$ cat src/design/sqlpt_pkg.sv
`default_nettype none

package sqlpt_pkg;

  // Default and hard cap of the leading-byte hold store
  localparam int PREFIX_DEPTH_DEF = 32;
  localparam int HOLD_MAX         = 32;

  // Character codes
  localparam logic [7:0] CH_SPACE  = 8'h20;
  localparam logic [7:0] CH_LPAREN = 8'h28;
  localparam logic [7:0] CH_RPAREN = 8'h29;
  localparam logic [7:0] CH_COMMA  = 8'h2C;
  localparam logic [7:0] CH_SEMI   = 8'h3B;
  localparam logic [7:0] CH_NUL    = 8'h00;

  // Keyword table: CREATE, PRIMARY, INSERT, DROP (zero padded to 8)
  localparam int         NUM_KW     = 4;
  localparam logic [2:0] KW_POS_MAX = 3'd7;
  localparam logic [7:0] KW_TEXT [NUM_KW][8] = '{
    '{"C", "R", "E", "A", "T", "E", 8'h00, 8'h00},
    '{"P", "R", "I", "M", "A", "R", "Y", 8'h00},
    '{"I", "N", "S", "E", "R", "T", 8'h00, 8'h00},
    '{"D", "R", "O", "P", 8'h00, 8'h00, 8'h00, 8'h00}
  };
  localparam logic [2:0] KW_LEN [NUM_KW] = '{3'd6, 3'd7, 3'd6, 3'd4};

  // Sequencer states
  typedef enum logic [1:0] {
    ST_IDLE,
    ST_EMIT_A,
    ST_EMIT_B,
    ST_FINAL
  } state_e;

  // Controller to datapath
  typedef struct packed {
    logic take;      // input beat accepted, update state and plan
    logic load_a;    // load the pending-space result
    logic load_b;    // load the character result
    logic load_fin;  // load a released byte or the closing result
    logic last;      // result is the last one for this beat
    logic clear;     // return text state to its reset value
  } cmd_t;

  // Datapath to controller
  typedef struct packed {
    logic in_has_a;  // offered beat would give a pending-space result
    logic in_has_b;  // offered beat would give a character result
    logic in_fin;    // offered beat ends the text
    logic plan_b;    // accepted beat has a character result
    logic plan_fin;  // accepted beat ends the text
    logic out_free;  // output register can take a result this cycle
    logic rel_more;  // held bytes remain to be released
  } stat_t;

  function automatic logic is_letter(input logic [7:0] c);
    return ((c >= "A") && (c <= "Z")) || ((c >= "a") && (c <= "z"));
  endfunction

endpackage

`default_nettype wire

$ cat src/design/sqlpt_if.sv
`default_nettype none

// Input channel: one raw text byte per beat
interface sqlpt_in_if;
  logic       valid;
  logic       ready;
  logic [7:0] text_byte;
  logic       final_byte;

  modport source (output valid, output text_byte, output final_byte, input ready);
  modport sink   (input valid, input text_byte, input final_byte, output ready);
endinterface

// Output channel: one token result per beat
interface sqlpt_out_if;
  logic       valid;
  logic       ready;
  logic [7:0] token_char;
  logic       char_valid;
  logic       token_done;
  logic       text_done;
  logic       prefix_overflow;
  logic       run_last;

  modport source (output valid, output token_char, output char_valid, output token_done,
                  output text_done, output prefix_overflow, output run_last, input ready);
  modport sink   (input valid, input token_char, input char_valid, input token_done,
                  input text_done, input prefix_overflow, input run_last, output ready);
endinterface

`default_nettype wire

$ cat src/design/sqlpt_ctrl.sv
`default_nettype none

module sqlpt_ctrl (
  input  wire                 clk_i,
  input  wire                 rst_ni,
  input  wire                 in_valid_i,
  output logic                in_ready_o,
  input  sqlpt_pkg::stat_t    stat_i,
  output sqlpt_pkg::cmd_t     cmd_o
);

  sqlpt_pkg::state_e state_q, state_d;

  // State register
  always_ff @(posedge clk_i or negedge rst_ni) begin
    if (!rst_ni) begin
      state_q <= sqlpt_pkg::ST_IDLE;
    end else begin
      state_q <= state_d;
    end
  end

  // Next state
  always_comb begin
    state_d = state_q;
    unique case (state_q)
      sqlpt_pkg::ST_IDLE: begin
        if (in_valid_i) begin
          if (stat_i.in_has_a) begin
            state_d = sqlpt_pkg::ST_EMIT_A;
          end else if (stat_i.in_has_b) begin
            state_d = sqlpt_pkg::ST_EMIT_B;
          end else if (stat_i.in_fin) begin
            state_d = sqlpt_pkg::ST_FINAL;
          end
        end
      end
      sqlpt_pkg::ST_EMIT_A: begin
        if (stat_i.out_free) begin
          if (stat_i.plan_b) begin
            state_d = sqlpt_pkg::ST_EMIT_B;
          end else if (stat_i.plan_fin) begin
            state_d = sqlpt_pkg::ST_FINAL;
          end else begin
            state_d = sqlpt_pkg::ST_IDLE;
          end
        end
      end
      sqlpt_pkg::ST_EMIT_B: begin
        if (stat_i.out_free) begin
          state_d = stat_i.plan_fin ? sqlpt_pkg::ST_FINAL : sqlpt_pkg::ST_IDLE;
        end
      end
      sqlpt_pkg::ST_FINAL: begin
        if (stat_i.out_free && !stat_i.rel_more) begin
          state_d = sqlpt_pkg::ST_IDLE;
        end
      end
      default: state_d = sqlpt_pkg::ST_IDLE;
    endcase
  end

  // Outputs
  always_comb begin
    cmd_o      = '0;
    in_ready_o = 1'b0;
    unique case (state_q)
      sqlpt_pkg::ST_IDLE: begin
        in_ready_o = 1'b1;
        cmd_o.take = in_valid_i;
      end
      sqlpt_pkg::ST_EMIT_A: begin
        if (stat_i.out_free) begin
          cmd_o.load_a = 1'b1;
          cmd_o.last   = !stat_i.plan_b && !stat_i.plan_fin;
        end
      end
      sqlpt_pkg::ST_EMIT_B: begin
        if (stat_i.out_free) begin
          cmd_o.load_b = 1'b1;
          cmd_o.last   = !stat_i.plan_fin;
        end
      end
      sqlpt_pkg::ST_FINAL: begin
        if (stat_i.out_free) begin
          cmd_o.load_fin = 1'b1;
          cmd_o.last     = !stat_i.rel_more;
          cmd_o.clear    = !stat_i.rel_more;
        end
      end
      default: begin
        cmd_o      = '0;
        in_ready_o = 1'b0;
      end
    endcase
  end

  // Only one datapath action per cycle
  a_cmd_onehot: assert property (@(posedge clk_i) disable iff (!rst_ni)
    $onehot0({cmd_o.take, cmd_o.load_a, cmd_o.load_b, cmd_o.load_fin}))
    else $error("more than one datapath command at once");

  // A result is never loaded over one still waiting
  a_load_free: assert property (@(posedge clk_i) disable iff (!rst_ni)
    (cmd_o.load_a || cmd_o.load_b || cmd_o.load_fin) |-> stat_i.out_free)
    else $error("result loaded while output register busy");

  // Clearing ends the text and returns to idle
  a_clear_idle: assert property (@(posedge clk_i) disable iff (!rst_ni)
    cmd_o.clear |=> (state_q == sqlpt_pkg::ST_IDLE))
    else $error("clear did not return to idle");

endmodule

`default_nettype wire

$ cat src/design/sqlpt_dp.sv
`default_nettype none

module sqlpt_dp #(
  parameter int PrefixDepth = sqlpt_pkg::PREFIX_DEPTH_DEF
) (
  input  wire               clk_i,
  input  wire               rst_ni,
  input  wire  [7:0]        in_text_byte_i,
  input  wire               in_final_byte_i,
  input  wire               out_ready_i,
  input  sqlpt_pkg::cmd_t   cmd_i,
  output sqlpt_pkg::stat_t  stat_o,
  output logic              out_valid_o,
  output logic [7:0]        token_char_o,
  output logic              char_valid_o,
  output logic              token_done_o,
  output logic              text_done_o,
  output logic              prefix_overflow_o,
  output logic              run_last_o
);

  localparam int HoldCap = (PrefixDepth < sqlpt_pkg::HOLD_MAX) ? PrefixDepth
                                                               : sqlpt_pkg::HOLD_MAX;
  localparam int CntW    = $clog2(HoldCap + 1);
  localparam int IdxW    = (HoldCap > 1) ? $clog2(HoldCap) : 1;

  // Text state
  logic                space_pend_q, space_pend_d;
  logic                text_seen_q, text_seen_d;
  logic                seeking_q, seeking_d;
  logic [CntW-1:0]     hold_cnt_q, hold_cnt_d;
  logic                hold_ovf_q, hold_ovf_d;
  logic                tok_open_q, tok_open_d;
  logic [3:0]          kw_alive_q, kw_alive_d;
  logic [2:0]          kw_pos_q, kw_pos_d;
  logic [CntW-1:0]     rel_idx_q, rel_idx_d;
  logic [7:0]          hold_mem_q [HoldCap];
  logic [7:0]          hold_rd_q;

  // Plan of the accepted beat
  logic                a_space_q;
  logic [7:0]          b_char_q;
  logic                plan_b_q, plan_fin_q;

  // Output register
  logic                out_valid_q, out_valid_d;
  logic [7:0]          out_char_q, out_char_d;
  logic                out_cvalid_q, out_cvalid_d;
  logic                out_done_q, out_done_d;
  logic                out_tdone_q, out_tdone_d;
  logic                out_ovf_q, out_ovf_d;
  logic                out_last_q, out_last_d;

  // Beat decode
  logic                is_punct, is_space, is_letter, char_ev;
  logic                pend, seek_a, kw_match, has_a, has_b, hold_wr, hold_room;
  logic                hold_wr_en;
  logic                rel_more, out_free;
  logic [3:0]          alive_a, alive_f;
  logic [2:0]          pos_a, pos_f;

  assign is_punct  = (in_text_byte_i == sqlpt_pkg::CH_RPAREN) ||
                     (in_text_byte_i == sqlpt_pkg::CH_LPAREN) ||
                     (in_text_byte_i == sqlpt_pkg::CH_SEMI)   ||
                     (in_text_byte_i == sqlpt_pkg::CH_COMMA);
  assign is_space  = (in_text_byte_i == sqlpt_pkg::CH_SPACE);
  assign is_letter = sqlpt_pkg::is_letter(in_text_byte_i);
  assign char_ev   = !is_space;

  // Space owed before this character (punctuation pads itself)
  assign pend      = space_pend_q || (is_punct && text_seen_q);
  assign seek_a    = seeking_q && !pend;
  assign has_a     = char_ev && pend && !seeking_q && tok_open_q;
  assign has_b     = char_ev && (!seek_a || is_letter);
  assign hold_wr   = char_ev && seek_a && !is_letter;
  assign hold_room = (hold_cnt_q < CntW'(HoldCap));
  assign hold_wr_en = cmd_i.take && hold_wr && hold_room;

  // Open token equals a keyword
  always_comb begin
    kw_match = 1'b0;
    for (int k = 0; k < sqlpt_pkg::NUM_KW; k++) begin
      if (kw_alive_q[k] && (sqlpt_pkg::KW_LEN[k] == kw_pos_q)) begin
        kw_match = 1'b1;
      end
    end
  end

  // Keyword tracking: effect of the pending space, then of the character
  always_comb begin
    alive_a = kw_alive_q;
    pos_a   = kw_pos_q;
    if (has_a) begin
      if (kw_match) begin
        alive_a = '0;
      end else begin
        alive_a = '1;
        pos_a   = '0;
      end
    end
    alive_f = alive_a;
    pos_f   = pos_a;
    if (has_b) begin
      if (pos_a == sqlpt_pkg::KW_POS_MAX) begin
        alive_f = '0;
        pos_f   = sqlpt_pkg::KW_POS_MAX;
      end else begin
        for (int k = 0; k < sqlpt_pkg::NUM_KW; k++) begin
          alive_f[k] = alive_a[k] && (pos_a < sqlpt_pkg::KW_LEN[k]) &&
                       (sqlpt_pkg::KW_TEXT[k][pos_a] == in_text_byte_i);
        end
        pos_f = pos_a + 3'd1;
      end
    end
  end

  // Next text state
  always_comb begin
    space_pend_d = space_pend_q;
    text_seen_d  = text_seen_q;
    seeking_d    = seeking_q;
    hold_cnt_d   = hold_cnt_q;
    hold_ovf_d   = hold_ovf_q;
    tok_open_d   = tok_open_q;
    kw_alive_d   = kw_alive_q;
    kw_pos_d     = kw_pos_q;
    rel_idx_d    = rel_idx_q;
    if (cmd_i.clear) begin
      space_pend_d = 1'b0;
      text_seen_d  = 1'b0;
      seeking_d    = 1'b1;
      hold_cnt_d   = '0;
      hold_ovf_d   = 1'b0;
      tok_open_d   = 1'b0;
      kw_alive_d   = '1;
      kw_pos_d     = '0;
      rel_idx_d    = '0;
    end else if (cmd_i.take) begin
      kw_alive_d = alive_f;
      kw_pos_d   = pos_f;
      if (is_space) begin
        space_pend_d = space_pend_q || text_seen_q;
      end else begin
        space_pend_d = is_punct;
        text_seen_d  = 1'b1;
        seeking_d    = seek_a && !is_letter;
        if (hold_wr) begin
          if (hold_room) begin
            hold_cnt_d = hold_cnt_q + CntW'(1);
          end else begin
            hold_ovf_d = 1'b1;
          end
        end else if (seeking_q) begin
          hold_cnt_d = '0;
        end
        if (has_b) begin
          tok_open_d = 1'b1;
        end else if (has_a && !kw_match) begin
          tok_open_d = 1'b0;
        end
      end
    end else if (cmd_i.load_fin && rel_more) begin
      rel_idx_d = rel_idx_q + CntW'(1);
    end
  end

  always_ff @(posedge clk_i or negedge rst_ni) begin
    if (!rst_ni) begin
      space_pend_q <= 1'b0;
      text_seen_q  <= 1'b0;
      seeking_q    <= 1'b1;
      hold_cnt_q   <= '0;
      hold_ovf_q   <= 1'b0;
      tok_open_q   <= 1'b0;
      kw_alive_q   <= '1;
      kw_pos_q     <= '0;
      rel_idx_q    <= '0;
    end else begin
      space_pend_q <= space_pend_d;
      text_seen_q  <= text_seen_d;
      seeking_q    <= seeking_d;
      hold_cnt_q   <= hold_cnt_d;
      hold_ovf_q   <= hold_ovf_d;
      tok_open_q   <= tok_open_d;
      kw_alive_q   <= kw_alive_d;
      kw_pos_q     <= kw_pos_d;
      rel_idx_q    <= rel_idx_d;
    end
  end

  // Hold store, written at the fill count; the entry due next is read ahead
  // so that the read data always matches the release index
  always_ff @(posedge clk_i) begin
    if (hold_wr_en) begin
      hold_mem_q[hold_cnt_q[IdxW-1:0]] <= in_text_byte_i;
    end
    if (hold_wr_en && (hold_cnt_q == rel_idx_d)) begin
      hold_rd_q <= in_text_byte_i;
    end else begin
      hold_rd_q <= hold_mem_q[rel_idx_d[IdxW-1:0]];
    end
  end

  assign rel_more = seeking_q && (rel_idx_q != hold_cnt_q);

  // Plan of the accepted beat
  always_ff @(posedge clk_i) begin
    if (cmd_i.take) begin
      a_space_q  <= kw_match;
      b_char_q   <= in_text_byte_i;
      plan_b_q   <= has_b;
      plan_fin_q <= in_final_byte_i;
    end
  end

  // Output register
  assign out_free = !out_valid_q || out_ready_i;

  always_comb begin
    out_valid_d  = out_valid_q && !out_ready_i;
    out_char_d   = out_char_q;
    out_cvalid_d = out_cvalid_q;
    out_done_d   = out_done_q;
    out_tdone_d  = out_tdone_q;
    out_ovf_d    = out_ovf_q;
    out_last_d   = out_last_q;
    if (cmd_i.load_a || cmd_i.load_b || cmd_i.load_fin) begin
      out_valid_d  = 1'b1;
      out_ovf_d    = hold_ovf_q;
      out_last_d   = cmd_i.last;
      out_tdone_d  = 1'b0;
      out_done_d   = 1'b0;
      out_cvalid_d = 1'b1;
      out_char_d   = sqlpt_pkg::CH_NUL;
      if (cmd_i.load_a) begin
        // absorbed keyword space, or end of token
        out_cvalid_d = a_space_q;
        out_done_d   = !a_space_q;
        out_char_d   = a_space_q ? sqlpt_pkg::CH_SPACE : sqlpt_pkg::CH_NUL;
      end else if (cmd_i.load_b) begin
        out_char_d = b_char_q;
      end else if (rel_more) begin
        out_char_d = hold_rd_q;
      end else begin
        // closing result of the text
        out_cvalid_d = 1'b0;
        out_done_d   = (seeking_q && (hold_cnt_q != '0)) || tok_open_q;
        out_tdone_d  = 1'b1;
      end
    end
  end

  always_ff @(posedge clk_i or negedge rst_ni) begin
    if (!rst_ni) begin
      out_valid_q <= 1'b0;
    end else begin
      out_valid_q <= out_valid_d;
    end
  end

  always_ff @(posedge clk_i) begin
    out_char_q   <= out_char_d;
    out_cvalid_q <= out_cvalid_d;
    out_done_q   <= out_done_d;
    out_tdone_q  <= out_tdone_d;
    out_ovf_q    <= out_ovf_d;
    out_last_q   <= out_last_d;
  end

  assign out_valid_o       = out_valid_q;
  assign token_char_o      = out_char_q;
  assign char_valid_o      = out_cvalid_q;
  assign token_done_o      = out_done_q;
  assign text_done_o       = out_tdone_q;
  assign prefix_overflow_o = out_ovf_q;
  assign run_last_o        = out_last_q;

  // Status to the controller
  assign stat_o.in_has_a = has_a;
  assign stat_o.in_has_b = has_b;
  assign stat_o.in_fin   = in_final_byte_i;
  assign stat_o.plan_b   = plan_b_q;
  assign stat_o.plan_fin = plan_fin_q;
  assign stat_o.out_free = out_free;
  assign stat_o.rel_more = rel_more;

  // Fill count stays within the store
  a_cnt_cap: assert property (@(posedge clk_i) disable iff (!rst_ni)
    hold_cnt_q <= CntW'(HoldCap))
    else $error("hold count beyond store depth");

  // A result without a character carries a zero byte
  a_char_zero: assert property (@(posedge clk_i) disable iff (!rst_ni)
    (out_valid_q && !out_cvalid_q) |-> (out_char_q == sqlpt_pkg::CH_NUL))
    else $error("nonzero token_char without char_valid");

  // Text end restarts the search for the token start
  a_clear_state: assert property (@(posedge clk_i) disable iff (!rst_ni)
    cmd_i.clear |=> (seeking_q && (hold_cnt_q == '0) && !tok_open_q && !hold_ovf_q))
    else $error("text state not cleared at text end");

endmodule

`default_nettype wire

$ cat src/design/sql_text_pretokenizer_core.sv
// SQL text pre-tokenizer. Raw text enters one byte per beat with final_byte on
// the last byte; results leave one per beat as token characters, end-of-token
// marks and one closing result with text_done. Punctuation ( ) ; , is padded
// with spaces, space runs collapse, leading bytes before the first space or
// letter are held (up to min(PrefixDepth, 32)) and given out as one token at
// text end if no start is found, and CREATE, PRIMARY, INSERT and DROP keep
// their following space. The block takes one byte at a time: it accepts a byte
// only in idle and takes no other until every result of that byte is loaded
// into the output register, and for the final byte also every released held
// byte and the closing result. The sequencer drives a single output register,
// one result per cycle while the output does not stall.
`default_nettype none

module sql_text_pretokenizer_core #(
  parameter int PrefixDepth = sqlpt_pkg::PREFIX_DEPTH_DEF
) (
  input  wire          clk_i,
  input  wire          rst_ni,
  sqlpt_in_if.sink     in_i,
  sqlpt_out_if.source  out_o
);

  sqlpt_pkg::cmd_t  cmd;
  sqlpt_pkg::stat_t stat;
  logic             in_ready;

  // Sequencer
  sqlpt_ctrl u_ctrl (
    .clk_i      (clk_i),
    .rst_ni     (rst_ni),
    .in_valid_i (in_i.valid),
    .in_ready_o (in_ready),
    .stat_i     (stat),
    .cmd_o      (cmd)
  );

  // Text state, hold store and output register
  sqlpt_dp #(
    .PrefixDepth (PrefixDepth)
  ) u_dp (
    .clk_i             (clk_i),
    .rst_ni            (rst_ni),
    .in_text_byte_i    (in_i.text_byte),
    .in_final_byte_i   (in_i.final_byte),
    .out_ready_i       (out_o.ready),
    .cmd_i             (cmd),
    .stat_o            (stat),
    .out_valid_o       (out_o.valid),
    .token_char_o      (out_o.token_char),
    .char_valid_o      (out_o.char_valid),
    .token_done_o      (out_o.token_done),
    .text_done_o       (out_o.text_done),
    .prefix_overflow_o (out_o.prefix_overflow),
    .run_last_o        (out_o.run_last)
  );

  assign in_i.ready = in_ready;

endmodule

`default_nettype wire

$ cat src/flat_wrapper.sv
// flat-port wrapper written by rule: the top's interface ports become plain ports
module sql_text_pretokenizer_core_flat 
#(
  parameter int PrefixDepth = sqlpt_pkg::PREFIX_DEPTH_DEF
)
  (clk_i, rst_ni, in_i_valid, in_i_text_byte, in_i_final_byte, in_i_ready, out_o_valid, out_o_token_char, out_o_char_valid, out_o_token_done, out_o_text_done, out_o_prefix_overflow, out_o_run_last, out_o_ready);
  sqlpt_in_if in_i_i ();
  sqlpt_out_if out_o_i ();
  input  wire clk_i;
  input  wire rst_ni;
  input wire logic [$bits(in_i_i.valid)-1:0] in_i_valid;
  input wire logic [$bits(in_i_i.text_byte)-1:0] in_i_text_byte;
  input wire logic [$bits(in_i_i.final_byte)-1:0] in_i_final_byte;
  output wire logic [$bits(in_i_i.ready)-1:0] in_i_ready;
  output wire logic [$bits(out_o_i.valid)-1:0] out_o_valid;
  output wire logic [$bits(out_o_i.token_char)-1:0] out_o_token_char;
  output wire logic [$bits(out_o_i.char_valid)-1:0] out_o_char_valid;
  output wire logic [$bits(out_o_i.token_done)-1:0] out_o_token_done;
  output wire logic [$bits(out_o_i.text_done)-1:0] out_o_text_done;
  output wire logic [$bits(out_o_i.prefix_overflow)-1:0] out_o_prefix_overflow;
  output wire logic [$bits(out_o_i.run_last)-1:0] out_o_run_last;
  input wire logic [$bits(out_o_i.ready)-1:0] out_o_ready;
  assign in_i_i.valid = in_i_valid;
  assign in_i_i.text_byte = in_i_text_byte;
  assign in_i_i.final_byte = in_i_final_byte;
  assign in_i_ready = in_i_i.ready;
  assign out_o_valid = out_o_i.valid;
  assign out_o_token_char = out_o_i.token_char;
  assign out_o_char_valid = out_o_i.char_valid;
  assign out_o_token_done = out_o_i.token_done;
  assign out_o_text_done = out_o_i.text_done;
  assign out_o_prefix_overflow = out_o_i.prefix_overflow;
  assign out_o_run_last = out_o_i.run_last;
  assign out_o_i.ready = out_o_ready;
  sql_text_pretokenizer_core #(.PrefixDepth(PrefixDepth)) u_core (.clk_i(clk_i), .rst_ni(rst_ni), .in_i(in_i_i), .out_o(out_o_i));
endmodule
$ cat config.mk
export PLATFORM = sky130hd
export DESIGN_NAME = sql_text_pretokenizer_core_flat
export DESIGN_NICKNAME = d
export VERILOG_FILES = /design/src/design/sqlpt_pkg.sv /design/src/design/sqlpt_if.sv /design/src/design/sqlpt_ctrl.sv /design/src/design/sqlpt_dp.sv /design/src/design/sql_text_pretokenizer_core.sv /design/src/flat_wrapper.sv
export SDC_FILE = /design/constraint.sdc
export NUM_CORES = 1
export LEC_CHECK = 0
export ABC_AREA = 1
export BUFFER_PORTS_ARGS = -buffer_cell sky130_fd_sc_hd__buf_2
export CAP_MARGIN = 25
export CORE_MARGIN = 2
export CORE_UTILIZATION = 59
export CTS_BUF_LIST = sky130_fd_sc_hd__clkbuf_4 sky130_fd_sc_hd__clkbuf_8
export DETAILED_ROUTE_END_ITERATION = 10
export GPL_TIMING_DRIVEN = 0
export HOLD_SLACK_MARGIN = 0.08
export PLACE_DENSITY_LB_ADDON = 0.05
export SETUP_SLACK_MARGIN = 0.02
export SYNTH_ARGS = -nofsm -noshare
export SYNTH_HDL_FRONTEND = slang
export SYNTH_SLANG_ARGS = --single-unit
$ cat constraint.sdc
create_clock -name clk_i -period 2.7 [get_ports clk_i]
set_input_delay 0 -clock clk_i [delete_from_list [all_inputs] [get_ports clk_i]]
set_output_delay 0 -clock clk_i [all_outputs]
set_load 0.02 [all_outputs]
; After elaboration in Yosys (flattened, before gate mapping)
; Memories as Yosys holds them, arrays and structs flattened.
; Cells that the tools add are included.
[totals]
reg_bits = 59
mem_bits_rw = 256
romBits = 256
wordCells = 222
n_memories = 5
[classes]
n_addsub = 3
order_cmp = 9
eq_ne = 26
mux = 88
n_bitwise = 1
reduce_logical = 68
[mem_list]
columns = memory, depth, word_bits, rd, rd_ports_with_merged_regs, write_ports, line
row1 = u_core.u_dp.hold_mem_q, 32, 8, 1, 0, 1, sqlpt_dp.sv:37  ; logic [7:0] hold_mem_q [HoldCap];
row2 = (no name shown), 8, 8, 1, 0, 0, sqlpt_dp.sv:110  ; (sqlpt_pkg::KW_TEXT[k][pos_a] == in_text_byte_i);
row3 = (no name shown), 8, 8, 1, 0, 0, sqlpt_dp.sv:110
row4 = (no name shown), 8, 8, 1, 0, 0, sqlpt_dp.sv:110
row5 = (no name shown), 8, 8, 1, 0, 0, sqlpt_dp.sv:110
[op_table]
columns = cell, count
row1 = $mux 8, 12
row2 = $mux 6, 10
row3 = $mux 1, 42
row4 = $eq 8x6->1 const B, 5
row5 = $logic_and 1x1->1, 33
row6 = $eq 8x8->1, 4
row7 = $mux 4, 6
row8 = $mux 3, 7
row9 = $mux 2, 9
row10 = $ge 8x7->1 const B, 2
row11 = $le 8x7->1 const B, 2
row12 = $add 6x1->6 const B, 2
row13 = $logic_not 1->1, 12
row14 = $logic_or 1x1->1, 11
row15 = $eq 3x3->1 const A, 3
row16 = $lt 3x3->1 const B, 3
row17 = $ne 2x2->1 const B, 4
row18 = $pmux 2 s4, 1
row19 = $reduce_and 4->1, 2
row20 = $eq 6x6->1, 1
row21 = $lt 6x6->1 const B, 1
row22 = $ne 6x6->1, 1
row23 = $reduce_bool 3->1, 2
row24 = $reduce_bool 6->1, 1
row25 = other kinds (16), 19

; Longest topological paths before layout
; Gate-level depths: netlist (run 1).
[logic_depth]
depth_word = 20
mapped_depth = 21
ltp_nobuf = 19

; Modules after synthesis
; Synthesis (run 1) repeated with hierarchy kept, for this count alone.
[hier_totals]
cells_unflattened = 1611
area_unflattened_um2 = 15277.2
[by_module_without_submodules]
columns = mod, n_inst, cells_per_inst, area_per_inst_um2, seq_area_each_um2
row1 = sqlpt_dp, 1, 1555, 14936.8, 9200.1
row2 = sqlpt_ctrl, 1, 56, 340.3, 50.0

; Least setup slack after synthesis (run 1)
; Ideal clock, no wire load.
[synth_path]
path_type = register -> register
start = register u_core.u_ctrl.state_q[0]
end = memory u_core.u_dp.hold_mem_q[1][0], enable pin
arrival_time_ps = 2332
t_required_ps = 2330
setup_slack_ps = -3
path_stages_with_launch = 10
path_buffers = 1
cell_sequence = dfrtp_1 inv_1 ha_1 nand2_2 nor2_1 inv_1 nor3_1 buf_2 nand2_1 nor2_1
[synth_via]
elab_chain_len = 6
[synth_rtl]
columns = element, line
row1 = from (decl), sqlpt_ctrl.sv:12  ; sqlpt_pkg::state_e state_q, state_d;
row2 = from (signal assigned), sqlpt_ctrl.sv:17  ; state_q <= sqlpt_pkg::ST_IDLE;
row3 = from (signal assigned), sqlpt_ctrl.sv:19  ; state_q <= state_d;
row4 = $logic_not 2->1, sqlpt_ctrl.sv:67  ; unique case (state_q)
row5 = $mux 1, sqlpt_ctrl.sv:67
row6 = $logic_and 1x1->1 (2 in series), sqlpt_dp.sv:77  ; assign hold_wr_en = cmd_i.take && hold_wr && hold_room;
row7 = $mux 1, sqlpt_dp.sv:194  ; if (hold_wr_en) begin
row8 = $mux 1 (not written as such), sqlpt_dp.sv:195  ; hold_mem_q[hold_cnt_q[IdxW-1:0]] <= in_text_byte_i;
row9 = to (decl), sqlpt_dp.sv:37
; No other way between the ends.

; Final worst setup path (run 1)
[layout_path]
start = register u_core.u_dp.hold_cnt_q[2]
end = register u_core.u_dp.hold_rd_q[7]
[layout_via]
elab_chain_len = 9
[layout_rtl]
columns = element, line
row1 = from (decl), sqlpt_dp.sv:31  ; logic [CntW-1:0] hold_cnt_q, hold_cnt_d;
row2 = from (signal assigned), sqlpt_dp.sv:182  ; hold_cnt_q <= hold_cnt_d;
row3 = "parallel branches: the longest is 8 deep, another holds $mem_v2 32x8", --
row4 = $mux 8 (*), sqlpt_dp.sv:197  ; if (hold_wr_en && (hold_cnt_q == rel_idx_d)) begin
row5 = to (signal assigned), sqlpt_dp.sv:198  ; hold_rd_q <= in_text_byte_i;
row6 = to (signal assigned), sqlpt_dp.sv:200  ; hold_rd_q <= hold_mem_q[rel_idx_d[IdxW-1:0]];
row7 = to (decl), sqlpt_dp.sv:38  ; logic [7:0] hold_rd_q;
; Mark *: on every way between the ends.
; A chain may end at the register's enable or synchronous reset.

==> results of run 1 <==
## path summary, 6_finish.rpt
| kind | start | endpoint |
|---|---|---|
| max | u_core.u_dp.hold_cnt_q[2]$_DFFE_PN0P_ | u_core.u_dp.hold_rd_q[7]$_DFF_P_ |
| min | in_i_text_byte[6] | u_core.u_dp.hold_ovf_q$_DFFE_PN0P_ |
| max reg2reg | u_core.u_dp.hold_cnt_q[2]$_DFFE_PN0P_ | u_core.u_dp.hold_rd_q[7]$_DFF_P_ |
| min reg2reg | u_core.u_dp.hold_ovf_q$_DFFE_PN0P_ | u_core.u_dp.prefix_overflow_o$_DFFE_PP_ |
| max in group asynchronous | rst_ni | u_core.u_dp.hold_cnt_q[3]$_DFFE_PN0P_ |
| min in group asynchronous | rst_ni | u_core.u_dp.seeking_q$_DFFE_PN1P_ |
## logic make-up after synthesis
kind of cell               Yosys count  share of synthesized area (%)
buffers and inverters              149                           5.02
xor gates and xnor gates             7                          0.552
DFF                                315                           63.7
adders and majority gates           14                           1.21
and+or+nand+nor                    839                           26.7
AOI/OAI and AO/OA                   70                           2.78
## cell type report
cell class                      count  area [um^2]
Clock inverter                     18          136
Tap cell                          324          405
Inverter                           72          290
Clock buffer                       73          880
Buffer                             76          617
Sequential cell                   315         9260
Multi-Input combinational cell    930         5050
Timing Repair Buffer               88          897
Fill cell                        1749         6710
## synth_stat cells, types with 2 or more instances
cell and n:
a21oi_1 30, buf_1 4, buf_2 34, buf_4 16
buf_6 9, clkbuf_1 14, clkinv_1 3, dfrtp_1 22
dfstp_2 5, dfxtp_1 8, edfxtp_1 280, ha_1 14
inv_1 59, inv_2 10, nand2_1 313, nand2_2 4
nand2_4 3, nand3_1 406, nand3_2 5, nand3_4 3
nand3b_1 2, nand4_1 17, nor2_1 66, nor2_2 2
nor2_4 3, nor3_1 11, o211ai_1 3, o21ai_0 23
o21ai_1 2, o221ai_1 2, o22ai_1 4, xor2_1 5
## sequential cells by signal, summed over array words and instances (netlist names)
| signal | flops |
|---|---|
| u_core.u_ctrl.state_q | 2 |
| u_core.u_dp.a_space_q | 1 |
| u_core.u_dp.b_char_q | 8 |
| u_core.u_dp.char_valid_o | 1 |
| u_core.u_dp.hold_cnt_q | 6 |
| u_core.u_dp.hold_mem_q | 256 |
| u_core.u_dp.hold_ovf_q | 1 |
| u_core.u_dp.hold_rd_q | 8 |
| u_core.u_dp.kw_alive_q | 4 |
| u_core.u_dp.kw_pos_q | 3 |
| u_core.u_dp.out_valid_o | 1 |
| u_core.u_dp.plan_b_q | 1 |
| u_core.u_dp.plan_fin_q | 1 |
| u_core.u_dp.prefix_overflow_o | 1 |
| u_core.u_dp.rel_idx_q | 6 |
| u_core.u_dp.run_last_o | 1 |
| u_core.u_dp.seeking_q | 1 |
| u_core.u_dp.space_pend_q | 1 |
| u_core.u_dp.text_done_o | 1 |
| u_core.u_dp.text_seen_q | 1 |
| u_core.u_dp.tok_open_q | 1 |
| u_core.u_dp.token_char_o | 8 |
| u_core.u_dp.token_done_o | 1 |
## placed cells by master, fill, tap and decap left out, types with 4 or more instances in the layout
| cell type | Yosys | routed |
|---|---|---|
| a21oi_1 | 30 | 28 |
| buf_12 | 0 | 18 |
| buf_2 | 34 | 40 |
| buf_4 | 16 | 36 |
| buf_6 | 9 | 23 |
| buf_8 | 0 | 5 |
| clkbuf_2 | 0 | 6 |
| clkbuf_4 | 0 | 29 |
| clkbuf_8 | 0 | 53 |
| clkinv_1 | 3 | 12 |
| clkinvlp_4 | 0 | 4 |
| dfrtp_1 | 22 | 16 |
| dfrtp_2 | 0 | 6 |
| dfstp_2 | 5 | 5 |
| dfxtp_1 | 8 | 8 |
| dlygate4sd3_1 | 0 | 24 |
| edfxtp_1 | 280 | 280 |
| ha_1 | 14 | 10 |
| inv_1 | 59 | 52 |
| inv_2 | 10 | 12 |
| nand2_1 | 313 | 300 |
| nand2_2 | 4 | 11 |
| nand2_4 | 3 | 8 |
| nand3_1 | 406 | 381 |
| nand3_2 | 5 | 27 |
| nand3_4 | 3 | 6 |
| nand4_1 | 17 | 17 |
| nor2_1 | 66 | 33 |
| nor2_2 | 2 | 4 |
| nor2_4 | 3 | 34 |
| nor3_1 | 11 | 8 |
| nor3_4 | 1 | 4 |
| o21ai_0 | 23 | 22 |
| o22ai_1 | 4 | 4 |
| xor2_1 | 5 | 5 |
## worst register-to-register path, cell delays in order (launching register included)
cell and delay, ns:
dfrtp_1 0.36, buf_4 0.18, inv_6 0.09, nand2_1 0.07, nand2_1 0.14, nor2_4 0.05
nand3_4 0.09, nand2_4 0.10, nand2_8 0.11, nand2_1 0.10, nor2_4 0.17, buf_8 0.18
buf_8 0.17, nand3_1 0.09, nand3_1 0.14, nand3_1 0.15, nand3_2 0.16, nand2_2 0.09
nand2_1 0.07, nand2_1 0.05
## per-layer routing
metal / share of wire [%] / vias to the layer above / track usage, %
met3: 10 / 138 / 6.17
met5: 0 / - / 0
met4: 4.0 / 0 / 13.2
met1: 41 / 5650 / 46.8
met2: 45 / 703 / 49.7
li1: - / 5228 / -
## power breakdown
| group | internal (mW) | switching [mW] |
|---|---|---|
| sequential | 5.86 | 0.292 |
| clock | 2.28 | 1.85 |
| combinational | 3.49 | 7.12 |
## repair_timing
item,CTS,global route
pin swaps,10,16
buffers inserted,12,11
resized for setup,107,118
gates cloned,0,0
setup endpoints to repair,261,266
hold buffers,35,0
hold endpoints to repair,224,0
## stage by stage
stage,setup TNS (ns),instance area (um^2)
CTS,0,17000
global placement,-280.36,15100
global route,-0.199,17500
finish,0,17500
floorplan,-0.383,14500
detailed placement,-275.31,15100
==> impl_metrics.json, run 1 <==
{
  "status": "finished, final reports clean",
  "r2r_cells": 19,
  "required_ns": 3.18,
  "cp_common_cell": "nand2_1",
  "synth_cell_type_count": 44,
  "holdCritPathClass": "primary input to flop",
  "power.leakage_nw": 6.71,
  "drt_iter0_drc": 1656,
  "critPathBufInv": 4,
  "gp_congestion": 0.938,
  "finalMaxSlewViolations": 0,
  "gr-total-overflow": 0,
  "syn-cell-area_um2": 14500,
  "cts_sinks": 315,
  "yosysWarnings": 0,
  "cp_slowest_cell": "dfrtp_1",
  "period_minus_slack_ns": 2.65,
  "grt_max_degree": 35,
  "syn_avg_cell_area_um2": 10.4,
  "start_util_pct": 59.9,
  "fin_skew_ns": 0.0326,
  "clk_pin_slew_ns": 0.06,
  "cap_viol_max_count": 0,
  "cts_tree": "yes",
  "wl_per_cell_um": 22.3,
  "clockBufferDepth": 3,
  "synth_area_leaders": "edfxtp_1, nand3_1, nand2_1",
  "grt_pass1_vias": 11000,
  "powerDensity_nw_per_um2": 1190,
  "port_buffers": 27,
  "rsz0062_at_grt": "true",
  "final_nets": 1561,
  "p_total_mw": 20.9,
  "die_h_um": 161,
  "critPathMaxStageDelay_ns": 0.36,
  "clock.fmax_ghz": 0.377,
  "grt_first_pass_wirelength_um": 63000,
  "crit_type": "flop to flop",
  "cpLargestDelayFamily": "simple AND/OR/NAND/NOR gates",
  "dp_cells": 1746,
  "track_usage_pct": 32.6,
  "worst_slack_ns": 0.0482,
  "critPathMaxFanout": 10,
  "ys_seq_elements": 315,
  "syn2layout_area_growth_pct": 20.8,
  "ios": 28,
  "worstSetupEndpointType": "flop",
  "htreeDepth": 2,
  "hold_slack_ns": 0.138,
  "ys_seq_area_share_pct": 63.7,
  "cts_root_buf": "clkbuf_8",
  "routed_wl_um": 42200,
  "synth_edf_count": 280,
  "stdcell_count": 1896,
  "hold_violations": 0,
  "slew-limit-headroom_pct": 35.9,
  "synth-main-ff-cell": "edfxtp_1",
  "path_cells": "buf_4 > inv_6 > nand2_1 > nand2_1 > nor2_4 > nand3_4 > nand2_4 > nand2_8 > nand2_1 > nor2_4 > buf_8 > buf_8 > nand3_1 > nand3_1 > nand3_1 > nand3_2 > nand2_2 > nand2_1 > nand2_1",
  "place_ws_ns": -1.22,
  "path_depth": 19,
  "drive_above_1_share_pct": 22.4,
  "cp.arrival_ns": 3.13,
  "clk_latency_ns": 0.59,
  "vias": 11700,
  "hpwl_um": 26900,
  "antenna_cells": 0,
  "cp-start-kind": "flop",
  "via_per_inst": 6.18,
  "synthesis.nets": 1421,
  "yosysTopAreaCellShare_pct": 57.9,
  "r2r_slack_ns": 0.05,
  "fin_crit_sh_pct": 98.2,
  "async_flop_share_pct": 8.57,
  "drc_errors": 0,
  "setup_viol": 0,
  "die_x_um": 161,
  "worstMarginPinSlew_ns": 0.956,
  "synth_area_leader_cell": "edfxtp_1",
  "core_area_um2": 24200,
  "min_path_cells": 6,
  "die_area_um2": 25900,
  "synthCells": 1394,
  "cts_made_buffers": 51,
  "final_core_util_pct": 72.3,
  "antenna_left": 0,
  "core.rowCount": 57,
  "antenna_found_initial": 0,
  "first_pass_iters": 6,
  "vdd_drop_max_mv": 0.717
}
Power figures use the tool's default switching activity.
==> inputs of run 2 (changes only) <==
- REMOVE_ABC_BUFFERS: not set -> 1
==> run 2 against run 1 <==
The run now ends with setup timing left. Maximum frequency is 4.4% lower. Sequential power is 1% higher. Critical path depth is 1 lower. Via count hardly changed. First-iteration DRC count is 14% lower. Final cell count is 0.37% lower. Highest routed layer unchanged.
==> impl_metrics.json, run 2 (synthesized netlist as in run 1, its figures left out) <==
{
  "status": "finished, violations left",
  "violations": "setup timing",
  "worstSetupEndpointType": "flop",
  "rsz0062_at_grt": "true",
  "critPathMaxFanout": 16,
  "track_usage_pct": 32.7,
  "holdCritPathClass": "primary input to flop",
  "required_ns": 3.16,
  "cp_slowest_cell": "dfrtp_1",
  "vias": 11700,
  "start_util_pct": 59.9,
  "r2r_end": "u_core.u_dp.hold_rd_q[1]$_DFF_P_",
  "core_area_um2": 24200,
  "grt_max_degree": 68,
  "clk_pin_slew_ns": 0.06,
  "die_h_um": 161,
  "antenna_left": 0,
  "syn2layout_area_growth_pct": 21.9,
  "grt_pass1_vias": 10900,
  "hold_violations": 0,
  "cp.arrival_ns": 3.23,
  "path_cells": "inv_1 > nand2_1 > nand2_1 > nor2_2 > nand3_4 > nand2_8 > nand2_8 > nand2_4 > nor2_4 > buf_4 > clkbuf_16 > nand3_1 > nand3_1 > nand3_1 > nand3_1 > nand2_1 > nand2_1 > nand2_1",
  "finalMaxSlewViolations": 0,
  "fin_crit_sh_pct": 103,
  "critPathMaxStageDelay_ns": 0.40,
  "cp-start-kind": "flop",
  "die_x_um": 161,
  "met2_usage_pct": 53.0,
  "cts_root_buf": "clkbuf_8",
  "routed_wl_um": 43900,
  "rr_startpoint": "u_core.u_dp.hold_cnt_q[1]$_DFFE_PN0P_",
  "cts_made_buffers": 51,
  "clk_latency_ns": 0.59,
  "gp_congestion": 0.893,
  "cts_sinks": 315,
  "r2r_cells": 18,
  "worst_slack_ns": -0.0728,
  "port_buffers": 27,
  "drt_iter0_drc": 1427,
  "place_ws_ns": -1.95,
  "core.rowCount": 57,
  "powerDensity_nw_per_um2": 1230,
  "top_usage_layer": "met2",
  "clockBufferDepth": 3,
  "cap_viol_max_count": 0,
  "layout_commonest_cell": "nand3_1",
  "hpwl_um": 20000,
  "placed_area_um2": 14800,
  "die_area_um2": 25900,
  "fin_area_um2": 17700,
  "cts_tree": "yes",
  "gr-total-overflow": 0,
  "antenna_found_initial": 0,
  "min_from": "in_i_text_byte[0]",
  "min_to": "u_core.u_dp.hold_mem_q[2][0]$_DFFE_PP_",
  "crit_type": "flop to flop",
  "layout_common_cells": "nand3_1, nand2_1, edfxtp_1",
  "grt_use_met3_pct": 5.79,
  "worstMarginPinSlew_ns": 1.06,
  "clock.fmax_ghz": 0.361,
  "fin_skew_ns": 0.0278,
  "setup_viol": 4,
  "grt_first_pass_wirelength_um": 63200,
  "antenna_cells": 0,
  "min_path_cells": 1,
  "power.leakage_nw": 6.75,
  "wl_per_cell_um": 23.2,
  "period_minus_slack_ns": 2.77,
  "ios": 28,
  "first_pass_iters": 5,
  "grt_use_met1_pct": 44.3,
  "slew-limit-headroom_pct": 29.1,
  "htreeDepth": 2,
  "via_per_inst": 6.21,
  "cp_common_cell": "nand2_1",
  "r2r_slack_ns": -0.07,
  "largest_reg_flops": 256,
  "final_nets": 1552,
  "vdd_drop_max_mv": 0.699,
  "drive_above_1_share_pct": 21.0,
  "drc_errors": 0
}
==> run 2: cell types whose count changed in the layout (fill, tap and decap cells not counted), moves of 5 or more <==
cell      change
nand3_1      +16
nand2_2       -6
buf_4        +26
buf_6        -19
clkbuf_2      -6
buf_8         -5
inv_2         -5
nand3_2      -15
nand2_8       +9
buf_2        -15
==> run 2: timing repair <==
item | in CTS | in global routing
gates resized for setup | 111 | 42
hold buffers | 31 | 0
setup buffers | 37 | 33
endpoints found under the hold margin | 240 | 0
cloned | 15 | 3
setup endpoints to repair | 277 | 261
pin swaps | 14 | 13
==> run 2: worst max path at each step <==
| stage | startpoint | end | slack [ns] | cells after the start |
|---|---|---|---|---|
| 2_1_floorplan | u_core.u_ctrl.state_q[0]$_DFFE_PN0P_ | u_core.u_dp.hold_rd_q[2]$_DFF_P_ | -2.02 | 14 |
| 3_3_place_gp | u_core.u_dp.hold_cnt_q[2]$_DFFE_PN0P_ | u_core.u_dp.hold_rd_q[7]$_DFF_P_ | -4.74 | 16 |
| 3_5_place_dp | u_core.u_dp.hold_cnt_q[2]$_DFFE_PN0P_ | u_core.u_dp.hold_rd_q[5]$_DFF_P_ | -1.95 | 15 |
| 4_1_cts | u_core.u_dp.hold_cnt_q[2]$_DFFE_PN0P_ | u_core.u_dp.hold_rd_q[2]$_DFF_P_ | 0.02 | 17 |
| 5_1_grt | u_core.u_dp.hold_cnt_q[1]$_DFFE_PN0P_ | u_core.u_dp.hold_rd_q[5]$_DFF_P_ | -0.20 | 17 |
| 6_report | u_core.u_dp.hold_cnt_q[1]$_DFFE_PN0P_ | u_core.u_dp.hold_rd_q[1]$_DFF_P_ | -0.07 | 18 |
==> run 2: cell type report <==
type                            count  area (um^2)
Multi-Input combinational cell    944         5240
Timing Repair Buffer              141         1450
Fill cell                        1650         6560
Clock inverter                     13         76.3
Inverter                           72          312
Tap cell                          324          405
Clock buffer                       80          945
Sequential cell                   315         9260
==> run 2: where the power goes <==
group	internal (mW)	switching [mW]
sequential	5.87	0.349
combinational	3.95	7.50
clock	2.23	1.86
==> run 2: metrics by stage <==
step	power, mW	hold WS [ns]	utilization, %	setup TNS [ns]	instances
after CTS	20.6	0.0859	71.0	0	1852
after detailed placement	14.6	0.0598	60.9	-275.53	1676
after global routing	22.8	0.144	73.0	-1.32	1889
after floorplan	11.8	-0.296	-	-133.40	1317
after global placement	13.5	0.0672	60.2	-487.62	1668
final	21.8	0.150	73.0	-0.121	1889
==> run 2: routing by layer <==
| metal | up-vias | wire, um |
|---|---|---|
| li1 | 5245 | - |
| met1 | 5624 | 16600 |
| met2 | 712 | 20800 |
| met3 | 149 | 4710 |
| met4 | 0 | 1800 |
| met5 | - | 0 |
==> run 2: critical path, delay by kind of cell, from the launching register on <==
kind | cells | cell delay (ns)
buf+inv | 3 | 0.55
simple gates | 15 | 1.68
flops | 1 | 0.40
==> inputs of run 3 (changes only) <==
- CORE_ASPECT_RATIO: not set -> 0.75
==> run 3 against run 2 <==
The run still ends with setup timing left. Die area about the same. Design area down 1.4%. Power down 0.60%. Non-clock buffer count down 27. Combinational power about the same.
==> impl_metrics.json, run 3 (synthesized netlist as in run 1, its figures left out) <==
{
  "rr_startpoint": "u_core.u_ctrl.state_q[1]$_DFFE_PN0P_",
  "final_nets": 1519,
  "die_x_um": 185,
  "cp_common_cell": "nand2_8",
  "fin_crit_sh_pct": 100,
  "first_pass_iters": 6,
  "drc_errors": 0,
  "die_h_um": 140,
  "worstSetupEndpointType": "flop",
  "min_path_cells": 1,
  "rsz0062_at_grt": "true",
  "port_buffers": 27,
  "path_depth": 14,
  "layout_commonest_cell": "nand3_1",
  "power.leakage_nw": 6.63,
  "place_ws_ns": -1.96,
  "grt_max_degree": 67,
  "vdd_drop_max_mv": 0.757,
  "core_area_um2": 24100,
  "r2r_end": "u_core.u_dp.hold_rd_q[4]$_DFF_P_",
  "worstMarginPinSlew_ns": 0.901,
  "largest_reg_flops": 256,
  "drive_above_1_share_pct": 20.4,
  "ios": 28,
  "cp-start-kind": "flop",
  "cp.arrival_ns": 3.17,
  "cts_tree": "yes",
  "syn2layout_area_growth_pct": 20.2,
  "holdCritPathClass": "primary input to flop",
  "clock.fmax_ghz": 0.370,
  "grt_pass1_vias": 10600,
  "via_per_inst": 6.25,
  "powerDensity_nw_per_um2": 1240,
  "antenna_left": 0,
  "final_core_util_pct": 72.4,
  "vias": 11600,
  "fin_area_um2": 17400,
  "clk_latency_ns": 0.58,
  "r2r_slack_ns": -0.002,
  "layout_common_cells": "nand3_1, nand2_1, edfxtp_1",
  "critPathBufInv": 3,
  "worst_slack_ns": -0.00179,
  "cpLargestDelayFamily": "simple AND/OR/NAND/NOR gates",
  "cp_slowest_cell": "dfrtp_1",
  "antenna_cells": 0,
  "dp_cells": 1685,
  "hold_violations": 0,
  "track_usage_pct": 32.8,
  "finalMaxSlewViolations": 0,
  "antenna_found_initial": 0,
  "r2r_cells": 14,
  "die_area_um2": 25900,
  "violations": "setup timing",
  "path_cells": "ha_2 > inv_4 > nor2_4 > nand2_8 > xor2_4 > clkbuf_16 > nand2_8 > buf_16 > nand2_4 > nand4_1 > nor3_4 > nand3_2 > nand2_1 > nand2_2",
  "cap_viol_max_count": 0,
  "setup_viol": 1,
  "start_util_pct": 60.2,
  "cts_sinks": 315,
  "wl_per_cell_um": 23.2,
  "htreeDepth": 2,
  "cts_made_buffers": 48,
  "crit_type": "flop to flop",
  "critPathMaxStageDelay_ns": 0.43,
  "routed_wl_um": 43000,
  "slew-limit-headroom_pct": 39.9,
  "gr-total-overflow": 0,
  "core.rowCount": 49,
  "worstSetupEndpoint": "u_core.u_dp.hold_rd_q[4]$_DFF_P_",
  "hold_slack_ns": 0.0680,
  "clk_pin_slew_ns": 0.07,
  "fin_skew_ns": 0.0182,
  "hpwl_um": 21000,
  "critPathMaxFanout": 7,
  "p_total_mw": 21.6,
  "required_ns": 3.17,
  "placed_area_um2": 14800,
  "clockBufferDepth": 3,
  "drt_iter0_drc": 1556,
  "status": "finished, violations left",
  "period_minus_slack_ns": 2.70,
  "stdcell_count": 1853,
  "final.setup.tns_ns": -0.00179,
  "cp-startpoint": "u_core.u_ctrl.state_q[1]$_DFFE_PN0P_",
  "gp_congestion": 0.893,
  "cts_root_buf": "clkbuf_8",
  "grt_first_pass_wirelength_um": 62800
}
## run 3: cell types whose count changed in the layout (fill, tap and decap cells not counted), moves of 3 or more
cell | previous run | this run
buf_4 | 62 | 42
buf_8 | 0 | 3
clkbuf_16 | 2 | 6
clkbuf_4 | 25 | 19
dlygate4sd3_1 | 24 | 14
inv_1 | 55 | 52
inv_4 | 3 | 6
nand2_1 | 302 | 295
nand2_2 | 5 | 13
nand3_1 | 397 | 393
nand3_2 | 12 | 16
## run 3: power by group
group	internal (mW)	switching [mW]
logic	4.07	7.44
clock network	2.13	1.79
registers	5.86	0.342
total	12.1	9.57
## run 3: worst min-delay path by stage
| stage | startpoint | to | slack (ns) |
|---|---|---|---|
| after CTS | in_i_text_byte[0] | u_core.u_dp.hold_mem_q[25][0]$_DFFE_PP_ | 0.09 |
| after global routing | in_i_text_byte[4] | u_core.u_dp.hold_mem_q[12][4]$_DFFE_PP_ | 0.08 |
| final | in_i_text_byte[4] | u_core.u_dp.hold_mem_q[12][4]$_DFFE_PP_ | 0.07 |
| after detailed placement | rst_ni | u_core.u_dp.out_valid_o$_DFF_PN0_ | 0.06 |
| after floorplan | rst_ni | u_core.u_ctrl.state_q[0]$_DFFE_PN0P_ | -0.30 |
| after global placement | rst_ni | u_core.u_dp.out_valid_o$_DFF_PN0_ | 0.06 |
## run 3: per-layer routing
metal / global-route usage, % / share of wire [%] / routed length [um] / up-vias
li1: - / - / - / 5170
met1: 49.0 / 40 / 17400 / 5537
met2: 47.9 / 44 / 18900 / 758
met3: 6.94 / 12 / 5260 / 123
met4: 11.4 / 3.5 / 1500 / 0
met5: 0 / 0 / 0 / -
## run 3: final cells by class
type	instances	area [um^2]
repair buffers	114	1310
clock inverters	9	68.8
inverters	72	310
flip-flops and latches	315	9260
well taps	331	414
repair inverters	1	11.3
clock buffers	71	865
multi-input cells	940	5200
fillers	1643	6650
## run 3: repair_timing
item | CTS | global route
resized for setup | 114 | 54
hold endpoints to repair | 211 | 0
setup buffers | 30 | 20
hold buffers | 18 | 0
gates cloned | 13 | 6
endpoints found under the setup margin | 275 | 263
pin swaps | 13 | 21
